===== src/rtl/core/bqlpf_pkg.sv =====
package bqlpf_pkg;

  localparam int SAMPLE_WIDTH_DEF   = 16;
  localparam int COEF_FRAC_BITS_DEF = 16;
  localparam int STATE_WIDTH_DEF    = 48;

  localparam int APB_DATA_W = 32;
  localparam int APB_ADDR_W = 5;
  localparam int REG_IDX_W  = 3;

  typedef enum logic [REG_IDX_W-1:0] {
    REG_FILTER_ENABLE,
    REG_COEF_B0,
    REG_COEF_B1,
    REG_COEF_B2,
    REG_COEF_A1,
    REG_COEF_A2
  } reg_idx_t;

  // Datapath controls carried by one microcode word.
  typedef enum logic [1:0] {
    SRC_D1,
    SRC_D2,
    SRC_W0
  } src_t;

  typedef enum logic [2:0] {
    CSEL_A1,
    CSEL_A2,
    CSEL_B0,
    CSEL_B1,
    CSEL_B2
  } csel_t;

  typedef enum logic [1:0] {
    ACC_HOLD,
    ACC_LOAD,
    ACC_ADD
  } acc_op_t;

  typedef enum logic [2:0] {
    OP_NONE,
    OP_ROUND_FB,
    OP_MAKE_W0,
    OP_ROUND_OUT,
    OP_EMIT
  } op_t;

  typedef enum logic [1:0] {
    JMP_NEXT,
    JMP_WAIT_IN,
    JMP_IF_DISABLED,
    JMP_WAIT_OUT
  } jmp_t;

  localparam int STEP_W = 5;
  typedef logic [STEP_W-1:0] step_t;

  localparam step_t STEP_IDLE      = 5'd0;
  localparam step_t STEP_FIRST_MUL = 5'd1;
  localparam step_t STEP_EMIT      = 5'd16;

  typedef struct packed {
    src_t    src;
    csel_t   csel;
    logic    hi;
    acc_op_t acc_op;
    op_t     op;
    jmp_t    jmp;
    step_t   target;
  } ctrl_word_t;

  function automatic ctrl_word_t uw(input src_t src, input csel_t csel, input logic hi,
                                    input acc_op_t acc_op, input op_t op, input jmp_t jmp,
                                    input step_t target);
    ctrl_word_t w;
    w.src    = src;
    w.csel   = csel;
    w.hi     = hi;
    w.acc_op = acc_op;
    w.op     = op;
    w.jmp    = jmp;
    w.target = target;
    return w;
  endfunction

  // Each multiply step issues one partial product; the accumulate field of the
  // following step adds that registered product.
  function automatic ctrl_word_t ucode_rom(input step_t step);
    ctrl_word_t w;
    case (step)
      5'd0:  w = uw(SRC_D1, CSEL_A1, 1'b0, ACC_HOLD, OP_NONE, JMP_WAIT_IN, STEP_IDLE);
      5'd1:  w = uw(SRC_D1, CSEL_A1, 1'b0, ACC_HOLD, OP_NONE, JMP_IF_DISABLED, STEP_EMIT);
      5'd2:  w = uw(SRC_D1, CSEL_A1, 1'b1, ACC_LOAD, OP_NONE, JMP_NEXT, STEP_IDLE);
      5'd3:  w = uw(SRC_D2, CSEL_A2, 1'b0, ACC_ADD,  OP_NONE, JMP_NEXT, STEP_IDLE);
      5'd4:  w = uw(SRC_D2, CSEL_A2, 1'b1, ACC_ADD,  OP_NONE, JMP_NEXT, STEP_IDLE);
      5'd5:  w = uw(SRC_D1, CSEL_A1, 1'b0, ACC_ADD,  OP_NONE, JMP_NEXT, STEP_IDLE);
      5'd6:  w = uw(SRC_D1, CSEL_A1, 1'b0, ACC_HOLD, OP_ROUND_FB, JMP_NEXT, STEP_IDLE);
      5'd7:  w = uw(SRC_D1, CSEL_A1, 1'b0, ACC_HOLD, OP_MAKE_W0, JMP_NEXT, STEP_IDLE);
      5'd8:  w = uw(SRC_W0, CSEL_B0, 1'b0, ACC_HOLD, OP_NONE, JMP_NEXT, STEP_IDLE);
      5'd9:  w = uw(SRC_W0, CSEL_B0, 1'b1, ACC_LOAD, OP_NONE, JMP_NEXT, STEP_IDLE);
      5'd10: w = uw(SRC_D1, CSEL_B1, 1'b0, ACC_ADD,  OP_NONE, JMP_NEXT, STEP_IDLE);
      5'd11: w = uw(SRC_D1, CSEL_B1, 1'b1, ACC_ADD,  OP_NONE, JMP_NEXT, STEP_IDLE);
      5'd12: w = uw(SRC_D2, CSEL_B2, 1'b0, ACC_ADD,  OP_NONE, JMP_NEXT, STEP_IDLE);
      5'd13: w = uw(SRC_D2, CSEL_B2, 1'b1, ACC_ADD,  OP_NONE, JMP_NEXT, STEP_IDLE);
      5'd14: w = uw(SRC_D1, CSEL_B0, 1'b0, ACC_ADD,  OP_NONE, JMP_NEXT, STEP_IDLE);
      5'd15: w = uw(SRC_D1, CSEL_B0, 1'b0, ACC_HOLD, OP_ROUND_OUT, JMP_NEXT, STEP_IDLE);
      5'd16: w = uw(SRC_D1, CSEL_B0, 1'b0, ACC_HOLD, OP_EMIT, JMP_WAIT_OUT, STEP_IDLE);
      default: w = uw(SRC_D1, CSEL_A1, 1'b0, ACC_HOLD, OP_NONE, JMP_NEXT, STEP_IDLE);
    endcase
    return w;
  endfunction

endpackage


===== src/rtl/core/bqlpf_in_if.sv =====
interface bqlpf_in_if import bqlpf_pkg::*; #(
  parameter int SAMPLE_WIDTH = SAMPLE_WIDTH_DEF
) ();
  logic                           valid;
  logic                           ready;
  logic signed [SAMPLE_WIDTH-1:0] sample_in;

  modport source (output valid, output sample_in, input ready);
  modport sink (input valid, input sample_in, output ready);
endinterface


===== src/rtl/core/bqlpf_out_if.sv =====
interface bqlpf_out_if import bqlpf_pkg::*; #(
  parameter int SAMPLE_WIDTH = SAMPLE_WIDTH_DEF
) ();
  logic                           valid;
  logic                           ready;
  logic signed [SAMPLE_WIDTH-1:0] sample_out;
  logic                           guard_taken;

  modport source (output valid, output sample_out, output guard_taken, input ready);
  modport sink (input valid, input sample_out, input guard_taken, output ready);
endinterface


===== src/rtl/core/biquad_lowpass_filter.sv =====
// Each accepted input beat runs the microcode program up to the emit step; when disabled the
// program skips to the emit step (sample passes through). A new input beat is taken only in
// the idle step, so one sample is in flight at a time; the program drives a single split
// multiplier (ten partial products per sample). Reset (synchronous, active low) clears the
// delays, configuration registers, step counter and output valid flag.
module biquad_lowpass_filter import bqlpf_pkg::*; #(
  parameter int SAMPLE_WIDTH   = SAMPLE_WIDTH_DEF,
  parameter int COEF_FRAC_BITS = COEF_FRAC_BITS_DEF,
  parameter int STATE_WIDTH    = STATE_WIDTH_DEF
) (
  input  logic                  clk,
  input  logic                  rst_n,
  bqlpf_in_if.sink              in_chan,
  bqlpf_out_if.source           out_chan,
  input  logic                  psel,
  input  logic                  penable,
  input  logic                  pwrite,
  input  logic [APB_ADDR_W-1:0] paddr,
  input  logic [APB_DATA_W-1:0] pwdata,
  output logic [APB_DATA_W-1:0] prdata,
  output logic                  pready
);

  localparam int COEF_W = COEF_FRAC_BITS + 4;
  localparam int LO_W   = (STATE_WIDTH + 1) / 2;
  localparam int HI_W   = STATE_WIDTH - LO_W;
  localparam int PROD_W = LO_W + 1 + COEF_W;
  localparam int ACC_W  = STATE_WIDTH + COEF_W + 2;

  localparam logic signed [ACC_W-1:0] RND_FB  = ACC_W'(1) << (COEF_FRAC_BITS - 1);
  localparam logic signed [ACC_W-1:0] RND_OUT = ACC_W'(1) << (2 * COEF_FRAC_BITS - 1);
  localparam logic signed [ACC_W-1:0] STATE_MAX =
    (ACC_W'(1) << (STATE_WIDTH - 1)) - ACC_W'(1);
  localparam logic signed [SAMPLE_WIDTH-1:0] SAMPLE_MAX = {1'b0, {(SAMPLE_WIDTH-1){1'b1}}};
  localparam logic signed [SAMPLE_WIDTH-1:0] SAMPLE_MIN = {1'b1, {(SAMPLE_WIDTH-1){1'b0}}};

  // Configuration registers.
  logic                     enable_r;
  logic signed [COEF_W-1:0] coef_b0_r, coef_b1_r, coef_b2_r, coef_a1_r, coef_a2_r;

  // Sequencer and datapath registers.
  step_t                         step_r, step_nxt;
  ctrl_word_t                    cw;
  logic signed [SAMPLE_WIDTH-1:0] x_r;
  logic signed [STATE_WIDTH-1:0] delay1_r, delay2_r, w0_r;
  logic signed [PROD_W-1:0]      prod_r;
  logic                          prod_hi_r;
  logic signed [ACC_W-1:0]       acc_r, rnd_r;
  logic                          guard_r;
  logic                          out_valid_r;
  logic signed [SAMPLE_WIDTH-1:0] out_sample_r;
  logic                          out_guard_r;

  // Combinational datapath.
  logic                          cfg_wr;
  reg_idx_t                      cfg_idx;
  logic                          in_fire, out_free, emit_fire;
  logic signed [STATE_WIDTH-1:0] mul_src;
  logic signed [LO_W:0]          mul_a;
  logic signed [COEF_W-1:0]      mul_c;
  logic signed [ACC_W-1:0]       addend, xs_w, diff_w, w0_sat;
  logic [ACC_W-STATE_WIDTH:0]    diff_top;
  logic [ACC_W-SAMPLE_WIDTH:0]   rnd_top;
  logic                          diff_fits, rnd_fits;
  logic signed [SAMPLE_WIDTH-1:0] y_sat;

  // ---------------- configuration port ----------------
  assign pready  = 1'b1;
  assign cfg_wr  = psel & penable & pwrite & pready;
  assign cfg_idx = reg_idx_t'(paddr[APB_ADDR_W-1:2]);

  always_ff @(posedge clk) begin
    if (!rst_n) begin
      enable_r  <= 1'b0;
      coef_b0_r <= '0;
      coef_b1_r <= '0;
      coef_b2_r <= '0;
      coef_a1_r <= '0;
      coef_a2_r <= '0;
    end else if (cfg_wr) begin
      case (cfg_idx)
        REG_FILTER_ENABLE: enable_r  <= pwdata[0];
        REG_COEF_B0:       coef_b0_r <= pwdata[COEF_W-1:0];
        REG_COEF_B1:       coef_b1_r <= pwdata[COEF_W-1:0];
        REG_COEF_B2:       coef_b2_r <= pwdata[COEF_W-1:0];
        REG_COEF_A1:       coef_a1_r <= pwdata[COEF_W-1:0];
        REG_COEF_A2:       coef_a2_r <= pwdata[COEF_W-1:0];
        default: begin
        end
      endcase
    end
  end

  always_comb begin
    case (cfg_idx)
      REG_FILTER_ENABLE: prdata = {{(APB_DATA_W-1){1'b0}}, enable_r};
      REG_COEF_B0:       prdata = {{(APB_DATA_W-COEF_W){1'b0}}, coef_b0_r};
      REG_COEF_B1:       prdata = {{(APB_DATA_W-COEF_W){1'b0}}, coef_b1_r};
      REG_COEF_B2:       prdata = {{(APB_DATA_W-COEF_W){1'b0}}, coef_b2_r};
      REG_COEF_A1:       prdata = {{(APB_DATA_W-COEF_W){1'b0}}, coef_a1_r};
      REG_COEF_A2:       prdata = {{(APB_DATA_W-COEF_W){1'b0}}, coef_a2_r};
      default:           prdata = '0;
    endcase
  end

  // ---------------- sequencer ----------------
  assign cw        = ucode_rom(step_r);
  assign in_fire   = in_chan.valid & in_chan.ready;
  assign out_free  = ~out_valid_r | out_chan.ready;
  assign emit_fire = (cw.op == OP_EMIT) & out_free;

  always_comb begin
    case (cw.jmp)
      JMP_NEXT:        step_nxt = step_t'(step_r + 1'b1);
      JMP_WAIT_IN:     step_nxt = in_fire ? step_t'(step_r + 1'b1) : step_r;
      JMP_IF_DISABLED: step_nxt = enable_r ? step_t'(step_r + 1'b1) : cw.target;
      JMP_WAIT_OUT:    step_nxt = out_free ? cw.target : step_r;
      default:         step_nxt = STEP_IDLE;
    endcase
  end

  always_ff @(posedge clk) begin
    if (!rst_n) begin
      step_r <= STEP_IDLE;
    end else begin
      step_r <= step_nxt;
    end
  end

  assign in_chan.ready = (cw.jmp == JMP_WAIT_IN);

  // ---------------- datapath controls ----------------
  always_comb begin
    case (cw.src)
      SRC_D1:  mul_src = delay1_r;
      SRC_D2:  mul_src = delay2_r;
      SRC_W0:  mul_src = w0_r;
      default: mul_src = delay1_r;
    endcase
    case (cw.csel)
      CSEL_A1: mul_c = coef_a1_r;
      CSEL_A2: mul_c = coef_a2_r;
      CSEL_B0: mul_c = coef_b0_r;
      CSEL_B1: mul_c = coef_b1_r;
      CSEL_B2: mul_c = coef_b2_r;
      default: mul_c = coef_a1_r;
    endcase
    // The state word is split into an unsigned low half and a signed high half.
    if (cw.hi) begin
      mul_a = {{(LO_W+1-HI_W){mul_src[STATE_WIDTH-1]}}, mul_src[STATE_WIDTH-1:LO_W]};
    end else begin
      mul_a = {1'b0, mul_src[LO_W-1:0]};
    end
  end

  always_comb begin
    addend = ACC_W'(prod_r);
    if (prod_hi_r) begin
      addend = addend <<< LO_W;
    end
  end

  assign xs_w      = ACC_W'(x_r) <<< COEF_FRAC_BITS;
  assign diff_w    = xs_w - rnd_r;
  assign diff_top  = diff_w[ACC_W-1:STATE_WIDTH-1];
  assign diff_fits = (&diff_top) | ~(|diff_top);

  // An overflowing delay value is replaced by the scaled sample, clamped to the state range.
  always_comb begin
    if ((&xs_w[ACC_W-1:STATE_WIDTH-1]) | ~(|xs_w[ACC_W-1:STATE_WIDTH-1])) begin
      w0_sat = xs_w;
    end else if (xs_w[ACC_W-1]) begin
      w0_sat = ~STATE_MAX;
    end else begin
      w0_sat = STATE_MAX;
    end
  end

  assign rnd_top  = rnd_r[ACC_W-1:SAMPLE_WIDTH-1];
  assign rnd_fits = (&rnd_top) | ~(|rnd_top);

  always_comb begin
    if (rnd_fits) begin
      y_sat = rnd_r[SAMPLE_WIDTH-1:0];
    end else if (rnd_r[ACC_W-1]) begin
      y_sat = SAMPLE_MIN;
    end else begin
      y_sat = SAMPLE_MAX;
    end
  end

  // ---------------- datapath registers ----------------
  always_ff @(posedge clk) begin
    prod_r    <= mul_a * mul_c;
    prod_hi_r <= cw.hi;
    if (in_fire) begin
      x_r <= in_chan.sample_in;
    end
    case (cw.acc_op)
      ACC_LOAD: acc_r <= addend;
      ACC_ADD:  acc_r <= acc_r + addend;
      default: begin
      end
    endcase
    case (cw.op)
      OP_ROUND_FB:  rnd_r <= (acc_r + RND_FB) >>> COEF_FRAC_BITS;
      OP_ROUND_OUT: rnd_r <= (acc_r + RND_OUT) >>> (2 * COEF_FRAC_BITS);
      OP_MAKE_W0: begin
        w0_r    <= diff_fits ? diff_w[STATE_WIDTH-1:0] : w0_sat[STATE_WIDTH-1:0];
        guard_r <= ~diff_fits;
      end
      default: begin
      end
    endcase
  end

  always_ff @(posedge clk) begin
    if (!rst_n) begin
      delay1_r <= '0;
      delay2_r <= '0;
    end else if (emit_fire && enable_r) begin
      delay2_r <= delay1_r;
      delay1_r <= w0_r;
    end
  end

  // Output register: the next sample is taken while this beat waits.
  always_ff @(posedge clk) begin
    if (!rst_n) begin
      out_valid_r <= 1'b0;
    end else if (emit_fire) begin
      out_valid_r <= 1'b1;
    end else if (out_chan.ready) begin
      out_valid_r <= 1'b0;
    end
  end

  always_ff @(posedge clk) begin
    if (emit_fire) begin
      out_sample_r <= enable_r ? y_sat : x_r;
      out_guard_r  <= enable_r & guard_r;
    end
  end

  assign out_chan.valid       = out_valid_r;
  assign out_chan.sample_out  = out_sample_r;
  assign out_chan.guard_taken = out_guard_r;

  // ---------------- assertions ----------------
  a_out_from_emit: assert property (@(posedge clk) disable iff (!rst_n)
    $rose(out_valid_r) |-> $past(step_r) == STEP_EMIT)
    else $error("output beat raised outside the emit step");

  a_accept_starts_program: assert property (@(posedge clk) disable iff (!rst_n)
    in_fire |=> step_r == STEP_FIRST_MUL)
    else $error("accepted sample did not start the program");

  a_no_guard_when_disabled: assert property (@(posedge clk) disable iff (!rst_n)
    emit_fire && !enable_r |=> out_valid_r && !out_guard_r)
    else $error("guard flag raised on a pass-through beat");

  a_step_in_program: assert property (@(posedge clk) disable iff (!rst_n)
    step_r <= STEP_EMIT)
    else $error("step counter left the program");

endmodule

===== src/flat_wrapper.sv =====
// flat-port wrapper written by rule: the top's interface ports become plain ports
module biquad_lowpass_filter_flat import bqlpf_pkg::*;
#(
  parameter int SAMPLE_WIDTH   = SAMPLE_WIDTH_DEF,
  parameter int COEF_FRAC_BITS = COEF_FRAC_BITS_DEF,
  parameter int STATE_WIDTH    = STATE_WIDTH_DEF
)
  (clk, rst_n, psel, penable, pwrite, paddr, pwdata, prdata, pready, in_chan_valid, in_chan_sample_in, in_chan_ready, out_chan_valid, out_chan_sample_out, out_chan_guard_taken, out_chan_ready);
  bqlpf_in_if #(.SAMPLE_WIDTH(SAMPLE_WIDTH)) in_chan_i ();
  bqlpf_out_if #(.SAMPLE_WIDTH(SAMPLE_WIDTH)) out_chan_i ();
  input  logic clk;
  input  logic rst_n;
  input  logic psel;
  input  logic penable;
  input  logic pwrite;
  input  logic [APB_ADDR_W-1:0] paddr;
  input  logic [APB_DATA_W-1:0] pwdata;
  output logic [APB_DATA_W-1:0] prdata;
  output logic pready;
  input wire logic [$bits(in_chan_i.valid)-1:0] in_chan_valid;
  input wire logic [$bits(in_chan_i.sample_in)-1:0] in_chan_sample_in;
  output wire logic [$bits(in_chan_i.ready)-1:0] in_chan_ready;
  output wire logic [$bits(out_chan_i.valid)-1:0] out_chan_valid;
  output wire logic [$bits(out_chan_i.sample_out)-1:0] out_chan_sample_out;
  output wire logic [$bits(out_chan_i.guard_taken)-1:0] out_chan_guard_taken;
  input wire logic [$bits(out_chan_i.ready)-1:0] out_chan_ready;
  assign in_chan_i.valid = in_chan_valid;
  assign in_chan_i.sample_in = in_chan_sample_in;
  assign in_chan_ready = in_chan_i.ready;
  assign out_chan_valid = out_chan_i.valid;
  assign out_chan_sample_out = out_chan_i.sample_out;
  assign out_chan_guard_taken = out_chan_i.guard_taken;
  assign out_chan_i.ready = out_chan_ready;
  biquad_lowpass_filter #(.SAMPLE_WIDTH(SAMPLE_WIDTH), .COEF_FRAC_BITS(COEF_FRAC_BITS), .STATE_WIDTH(STATE_WIDTH)) u_core (.clk(clk), .rst_n(rst_n), .in_chan(in_chan_i), .out_chan(out_chan_i), .psel(psel), .penable(penable), .pwrite(pwrite), .paddr(paddr), .pwdata(pwdata), .prdata(prdata), .pready(pready));
endmodule

===== config.mk =====
export PLATFORM = sky130hd
export DESIGN_NAME = biquad_lowpass_filter_flat
export DESIGN_NICKNAME = d
export VERILOG_FILES = /design/src/rtl/core/bqlpf_pkg.sv /design/src/rtl/core/bqlpf_in_if.sv /design/src/rtl/core/bqlpf_out_if.sv /design/src/rtl/core/biquad_lowpass_filter.sv /design/src/flat_wrapper.sv
export SDC_FILE = /design/constraint.sdc
export NUM_CORES = 2
export LEC_CHECK = 0
export BUFFER_PORTS_ARGS = -buffer_cell sky130_fd_sc_hd__buf_4
export CELL_PAD_IN_SITES_DETAIL_PLACEMENT = 1
export CELL_PAD_IN_SITES_GLOBAL_PLACEMENT = 1
export CORE_MARGIN = 4
export CORE_UTILIZATION = 25
export CTS_CLUSTER_DIAMETER = 100
export DETAILED_ROUTE_END_ITERATION = 16
export MAX_ROUTING_LAYER = met4
export PLACE_DENSITY_LB_ADDON = 0.1
export SLEW_MARGIN = 10
export SYNTH_ARGS = -nofsm -noshare
export SYNTH_HDL_FRONTEND = slang
export SYNTH_SLANG_ARGS = --single-unit

===== constraint.sdc =====
create_clock -name clk -period 11.05 [get_ports clk]
set_input_delay 2.21 -clock clk [delete_from_list [all_inputs] [get_ports clk]]
set_output_delay 2.21 -clock clk [all_outputs]
set_load 0.02 [all_outputs]

### After elaboration in Yosys (flattened, before gate mapping)

Memories as Yosys holds them, arrays and structs flattened. A register that Yosys moved wholly into a read port is not among the register bits.
Index checks and enable logic that the tools add are counted.

* multiplexer cells: 19
* multiply operators: 1
* bitwise operators: 12
* add/sub/neg operators: 5
* reduce and logical (&&, ||, !) cells: 17
* equality and inequality tests: 22

Operators by type and width (number)
* $pmux 70 s2: 2
* $pmux 20 s6: 1
* $pmux 48 s2: 1
* $pmux 20 s4: 1
* $add 70x17->70 const B: 1
* $add 70x33->70 const B: 1
* $add 70x69->70: 1
* $sub 32x70->70: 1
* $mux 68: 1
* $reduce_and 55->1: 1
* $reduce_or 55->1: 1
* $mux 16: 3
* $mux 48: 1
* $mul 25x20->45: 1
* $mux 25: 1
* $mux 5: 5
* $reduce_and 23->1: 1
* $reduce_or 23->1: 1
* $pmux 5 s4: 1
* $eq 3x2->1 const B: 6
* $reduce_and 2->1: 7
* $eq 3x3->1 const B: 4
* $eq 3x1->1 const B: 3
* $eq 2x2->1 const B: 4
* other kinds (12): 26

* output and inout port bits: 52
* flip-flop bits (word level): 471
* bits of input ports: 60
* ROM bits: 448
* memories: 1
* logic and storage cells: 97

Memories
* (no name shown): words 32, bits a word 14, rd ports 1, clocked after Yosys merged registers in 1, write ports 0, RTL line bqlpf_pkg.sv:91 `case (step)`

### Longest topological paths before layout

* word-level depth: 6
* depth in mapped cells: 37
* depth with buffers taken out: 34

### Worst setup path before layout

No wires, ideal clock.

* path type: reg2reg
* from: register, netlist name u_core.cw[16]
* to: register u_core.prod_r[39]
* path slack: 2529 ps
* arrival: 8449 ps
* setup time: 72 ps
* buffers on the path: 4
* period minus slack after synthesis: 8521 ps
* stages on the path, launching flop included: 34
* data required time: 10978 ps
* cells stage by stage: dfxtp_1 inv_1 ha_1 clkbuf_1 clkbuf_1 buf_1 a21oi_1 nor2_1 a21o_1 clkbuf_1 nand2_1 fa_1 inv_1 fa_1 inv_1 fa_1 inv_1 fa_1 ha_1 fa_1 inv_1 fa_1 inv_1 ha_1 a21o_1 a21oi_1 o21ai_0 a221oi_1 o21ai_0 nor3b_1 o41ai_1 o21ai_0 a31oi_1 xnor2_1

* longest elaborated chain between the ends: 4
* elaborated cells between the ends (all ways): 5
* classes of those cells: 1 x mul; 2 x eq/ne; 2 x mux

RTL lines
* $eq 2x2->1 or $eq 2x1->1 (tied branches): RTL line biquad_lowpass_filter.sv:134 `case (cw.src)`
* $pmux 48 s2 *: RTL line biquad_lowpass_filter.sv:134
* $mux 25 *: RTL line biquad_lowpass_filter.sv:149 `if (cw.hi) begin`
* $mul 25x20->45 *: RTL line biquad_lowpass_filter.sv:194 `prod_r <= mul_a * mul_c;`
* end signal: assignment: RTL line biquad_lowpass_filter.sv:194
* end: declaration: RTL line biquad_lowpass_filter.sv:46 `logic signed [PROD_W-1:0] prod_r;`

Every way passes the cells marked *; elsewhere a longest branch is shown, timed or not.
A chain may end at the register's enable or synchronous reset.

### Worst setup path after layout

* from: register, netlist name u_core.cw[14]
* to: register u_core.prod_r[39]

* longest elaborated chain between the ends: 3
* elaborated cells between the ends (all ways): 6
* classes of those cells: 1 x mul; 4 x eq/ne; 1 x mux

RTL lines
* $eq 3x3->1 (tied with other cells): RTL line biquad_lowpass_filter.sv:140 `case (cw.csel)`
* $pmux 20 s4 *: RTL line biquad_lowpass_filter.sv:140
* $mul 25x20->45 *: RTL line biquad_lowpass_filter.sv:194

Marked as above.

==> flow_summary_export.csv <==
group,metric,value,unit
cts,cts_buffer_depth,3,
die,die_w,438.6,µm
power,combPwrFrac,27.5,%
power,p_sw,2.325,mW
power,seq_power_share,36.9,%
cts,cts_setup_buffers,0,
place,place.gp.congestion,0.8244,
die,start_util,25.24,%
flow_run,max_cap_violations,0,
synth,synth_area,46360,µm²
finish,drive_above_1_share,6.926,%
power,p_per_area,121.1,nW/µm²
synth,synth_flop_cell,"dfxtp_1",
sta,rsz0062_at_grt,"false",
cts,cts_root_buf,"clkbuf_16",
cts,ctsHoldBuffers,0,
sta,setup_viol,0,
critical_path,cp_top_family,"adder cells",
min_path,hold_path.class,"register to register",
cts,clkTransAtPathRegs,60,ps
cts,cts.sinks,469,
die,io_pins,112,
place,dpl_worst_slack,1332,ps
synth,synth_area_per_cell,8.534,µm²
critical_path,crit_path_end_kind,"register",
global_route,grt_pass1_wl,275300,µm
sta,setup_tns,0,ps
cts,post_cts_resized,0,
critical_path,critPathBufInv,6,
drt,firstDrtPassIters,5,
sta,max_freq,103.5,MHz
power,p_int,3.988,mW
sta,final.setup.worst_slack,1388,ps
critical_path,worstSetupStartpointType,"register",
global_route,antenna_found_initial,5,
drt,antenna_left,0,
global_route,grt_max_degree,90,
synth,yosys_register_bits,469,
place,dp_hpwl,145100,µm
finish,n_fill_cell,21400,
critical_path,critPathSlowestCell,"xor2_2",
run_status,status,"completed",
cts,cts_made_buffers,68,
power,p_leak,22.07,nW
sta,maxSlewViolCount,0,
critical_path,crit_top_cell,"fa_1",
drt,viasPerCell,4.725,
drt,via_count,37513,
die,core_area,183700,µm²
sta,relSlewSlack,26.99,%
sta,finClkSkew,33.08,ps
finish,final_area,52160,µm²
die,dieArea,192400,µm²
finish,final_util,28.40,%
cts,htreeDepth,3,
cts,clk_latency,670,ps
drt,drtIter0Drc,1953,
global_route,grt_pass1_vias,39830,
finish,syn2layout_area_growth,12.49,%
sta,hold_violations,0,
global_route,track_usage,19.60,%
synth,async_flop_share,0,%
drt,routedWlPerCell,23.14,µm
synth,yosysSeqAreaShare,24.70,%
power,ir_drop,0.1195,mV
synth,yosysWarnings,0,
synth,yosys.cell_types.count,78,
place,place_area,49890,µm²
synth,syn_inst,5433,
synth,synth-edff-count,206,
place,port_buffers,84,
power,switching_share,36.83,%
critical_path,path_class,"register to register",
sta,fin_crit,9662,ps
die,rows,157,
critical_path,arrival,10250,ps
sta,fin_crit_sh,87.44,%
drt,drt-total-wl,183700,µm
finish,fin_nets,6222,
drt,drc,0,
critical_path,max_stage_delay,860,ps
die,die_h,438.6,µm
cts,cts_tree,"built",
critical_path,required,11630,ps
power,total_power,6.314,mW
global_route,grt_overflow,0,
sta,tightest_slew,1090,ps
critical_path,cp_max_fo,13,
power,p_clk_share,35.6,%
[cell usage in the layout (no fill, tap or decap), drive strengths merged, types with 57 or more instances in the layout]
| master | instances |
|---|---|
| nor2b | 64 |
| a22oi | 71 |
| buf | 181 |
| xor2 | 101 |
| inv | 723 |
| nand3 | 83 |
| fa | 511 |
| a21o | 98 |
| dfxtp | 263 |
| a21oi | 246 |
| ha | 231 |
| a21boi | 201 |
| clkbuf | 92 |
| nand2 | 971 |
| o21ai | 208 |
| edfxtp | 206 |
| nor2 | 438 |
| nand4 | 57 |
| xnor2 | 150 |
[synthesized netlist by cell type (57+ instances only)]
| cell | count | area share [%] |
|---|---|---|
| nor2_1 | 438 | 3.5 |
| dfxtp_1 | 263 | 11 |
| xor2_1 | 101 | 1.9 |
| nand2_1 | 971 | 7.9 |
| nand3_1 | 83 | 0.90 |
| nand4_1 | 57 | 0.77 |
| ha_1 | 231 | 6.2 |
| fa_1 | 511 | 22 |
| inv_1 | 717 | 5.8 |
| a21o_1 | 98 | 1.6 |
| a22oi_1 | 71 | 1.1 |
| xnor2_1 | 150 | 2.8 |
| o21ai_0 | 206 | 2.2 |
| clkbuf_1 | 239 | 1.9 |
| nor2b_1 | 64 | 0.86 |
| a21boi_0 | 201 | 3.3 |
| edfxtp_1 | 206 | 13 |
| a21oi_1 | 246 | 2.7 |
[power by group through the flow]
stage	Clock, mW	Combinational [mW]	Sequential, mW
after floorplan	0	1.18	2.23
after global placement	0	1.75	2.36
after detailed placement	0	1.75	2.37
after CTS	2.34	1.76	2.33
after global routing	2.40	1.92	2.35
final	2.25	1.74	2.33
[metrics by stage]
step	std cells	hold slack, ps
after detailed placement	7814	456.8
final	7939	461.5
after CTS	7936	464.8
after global routing	7937	491.2
after global placement	7814	450.6
after floorplan	5444	405.6
[registers in the layout, indices dropped and copies added, names as in the netlist, 14 cells and up]
| name | cells |
|---|---|
| u_core.delay1_r | 48 |
| u_core.coef_a1_r | 20 |
| u_core.coef_a2_r | 20 |
| u_core.coef_b2_r | 20 |
| u_core.w0_r | 48 |
| u_core.out_chan.sample_out | 16 |
| u_core.cw | 14 |
| u_core.coef_b1_r | 20 |
| u_core.acc_r | 70 |
| u_core.x_r | 16 |
| u_core.prod_r | 45 |
| u_core.delay2_r | 48 |
| u_core.rnd_r | 54 |
| u_core.coef_b0_r | 20 |
[worst reg2reg max path, delay by kind of cell, from the launching register on]
family	cells	cell delay (ps)
flops	1	380
compound gates	9	1980
xor+xnor	2	1020
simple gates	5	1300
fa+ha+maj	8	3940
buf+inv	6	930
[layer usage]
layer	global-route usage [%]	routed length (µm)	part of all wire [%]	up-vias
li1	-	-	-	17710
met1	27.30	89730	49	19177
met2	31.63	86130	47	509
met3	2.039	5663	3.1	117
met4	2.532	2179	1.2	0
met5	-	0	0	-
[logic make-up after synthesis]
family | synth area share (%)
AOI/OAI and AO/OA | 14.34
xor gates and xnor gates | 4.742
adders and majority gates | 28.30
buffers and inverters | 8.218
DFF | 24.70
muxes | 2.553
other | 0.01620
and+or+nand+nor | 17.14
[worst paths after layout]
kind              slack (ps)             endpoint                 from  depth (start not counted)
hold / removal           460  u_core.delay2_r[36]  u_core.delay2_r[36]                          2
setup reg to reg        1390    u_core.prod_r[39]        u_core.cw[14]                         30
hold reg to reg          460  u_core.delay2_r[36]  u_core.delay2_r[36]                          2
setup / recovery        1390    u_core.prod_r[39]        u_core.cw[14]                         30
[area by class of cell]
class                   instances  area (µm²)  area share, %
repair buffers                181        1371          2.629
clock inverters                30       352.8         0.6765
well taps                    2464        3083          5.911
diodes                          3       7.507        0.01439
multi-input cells            3980       31280          59.97
flip-flops and latches        469       11450          21.96
clock buffers                  92        1904          3.651
inverters                     720        2703          5.182
Power figures use the tool's default switching activity.
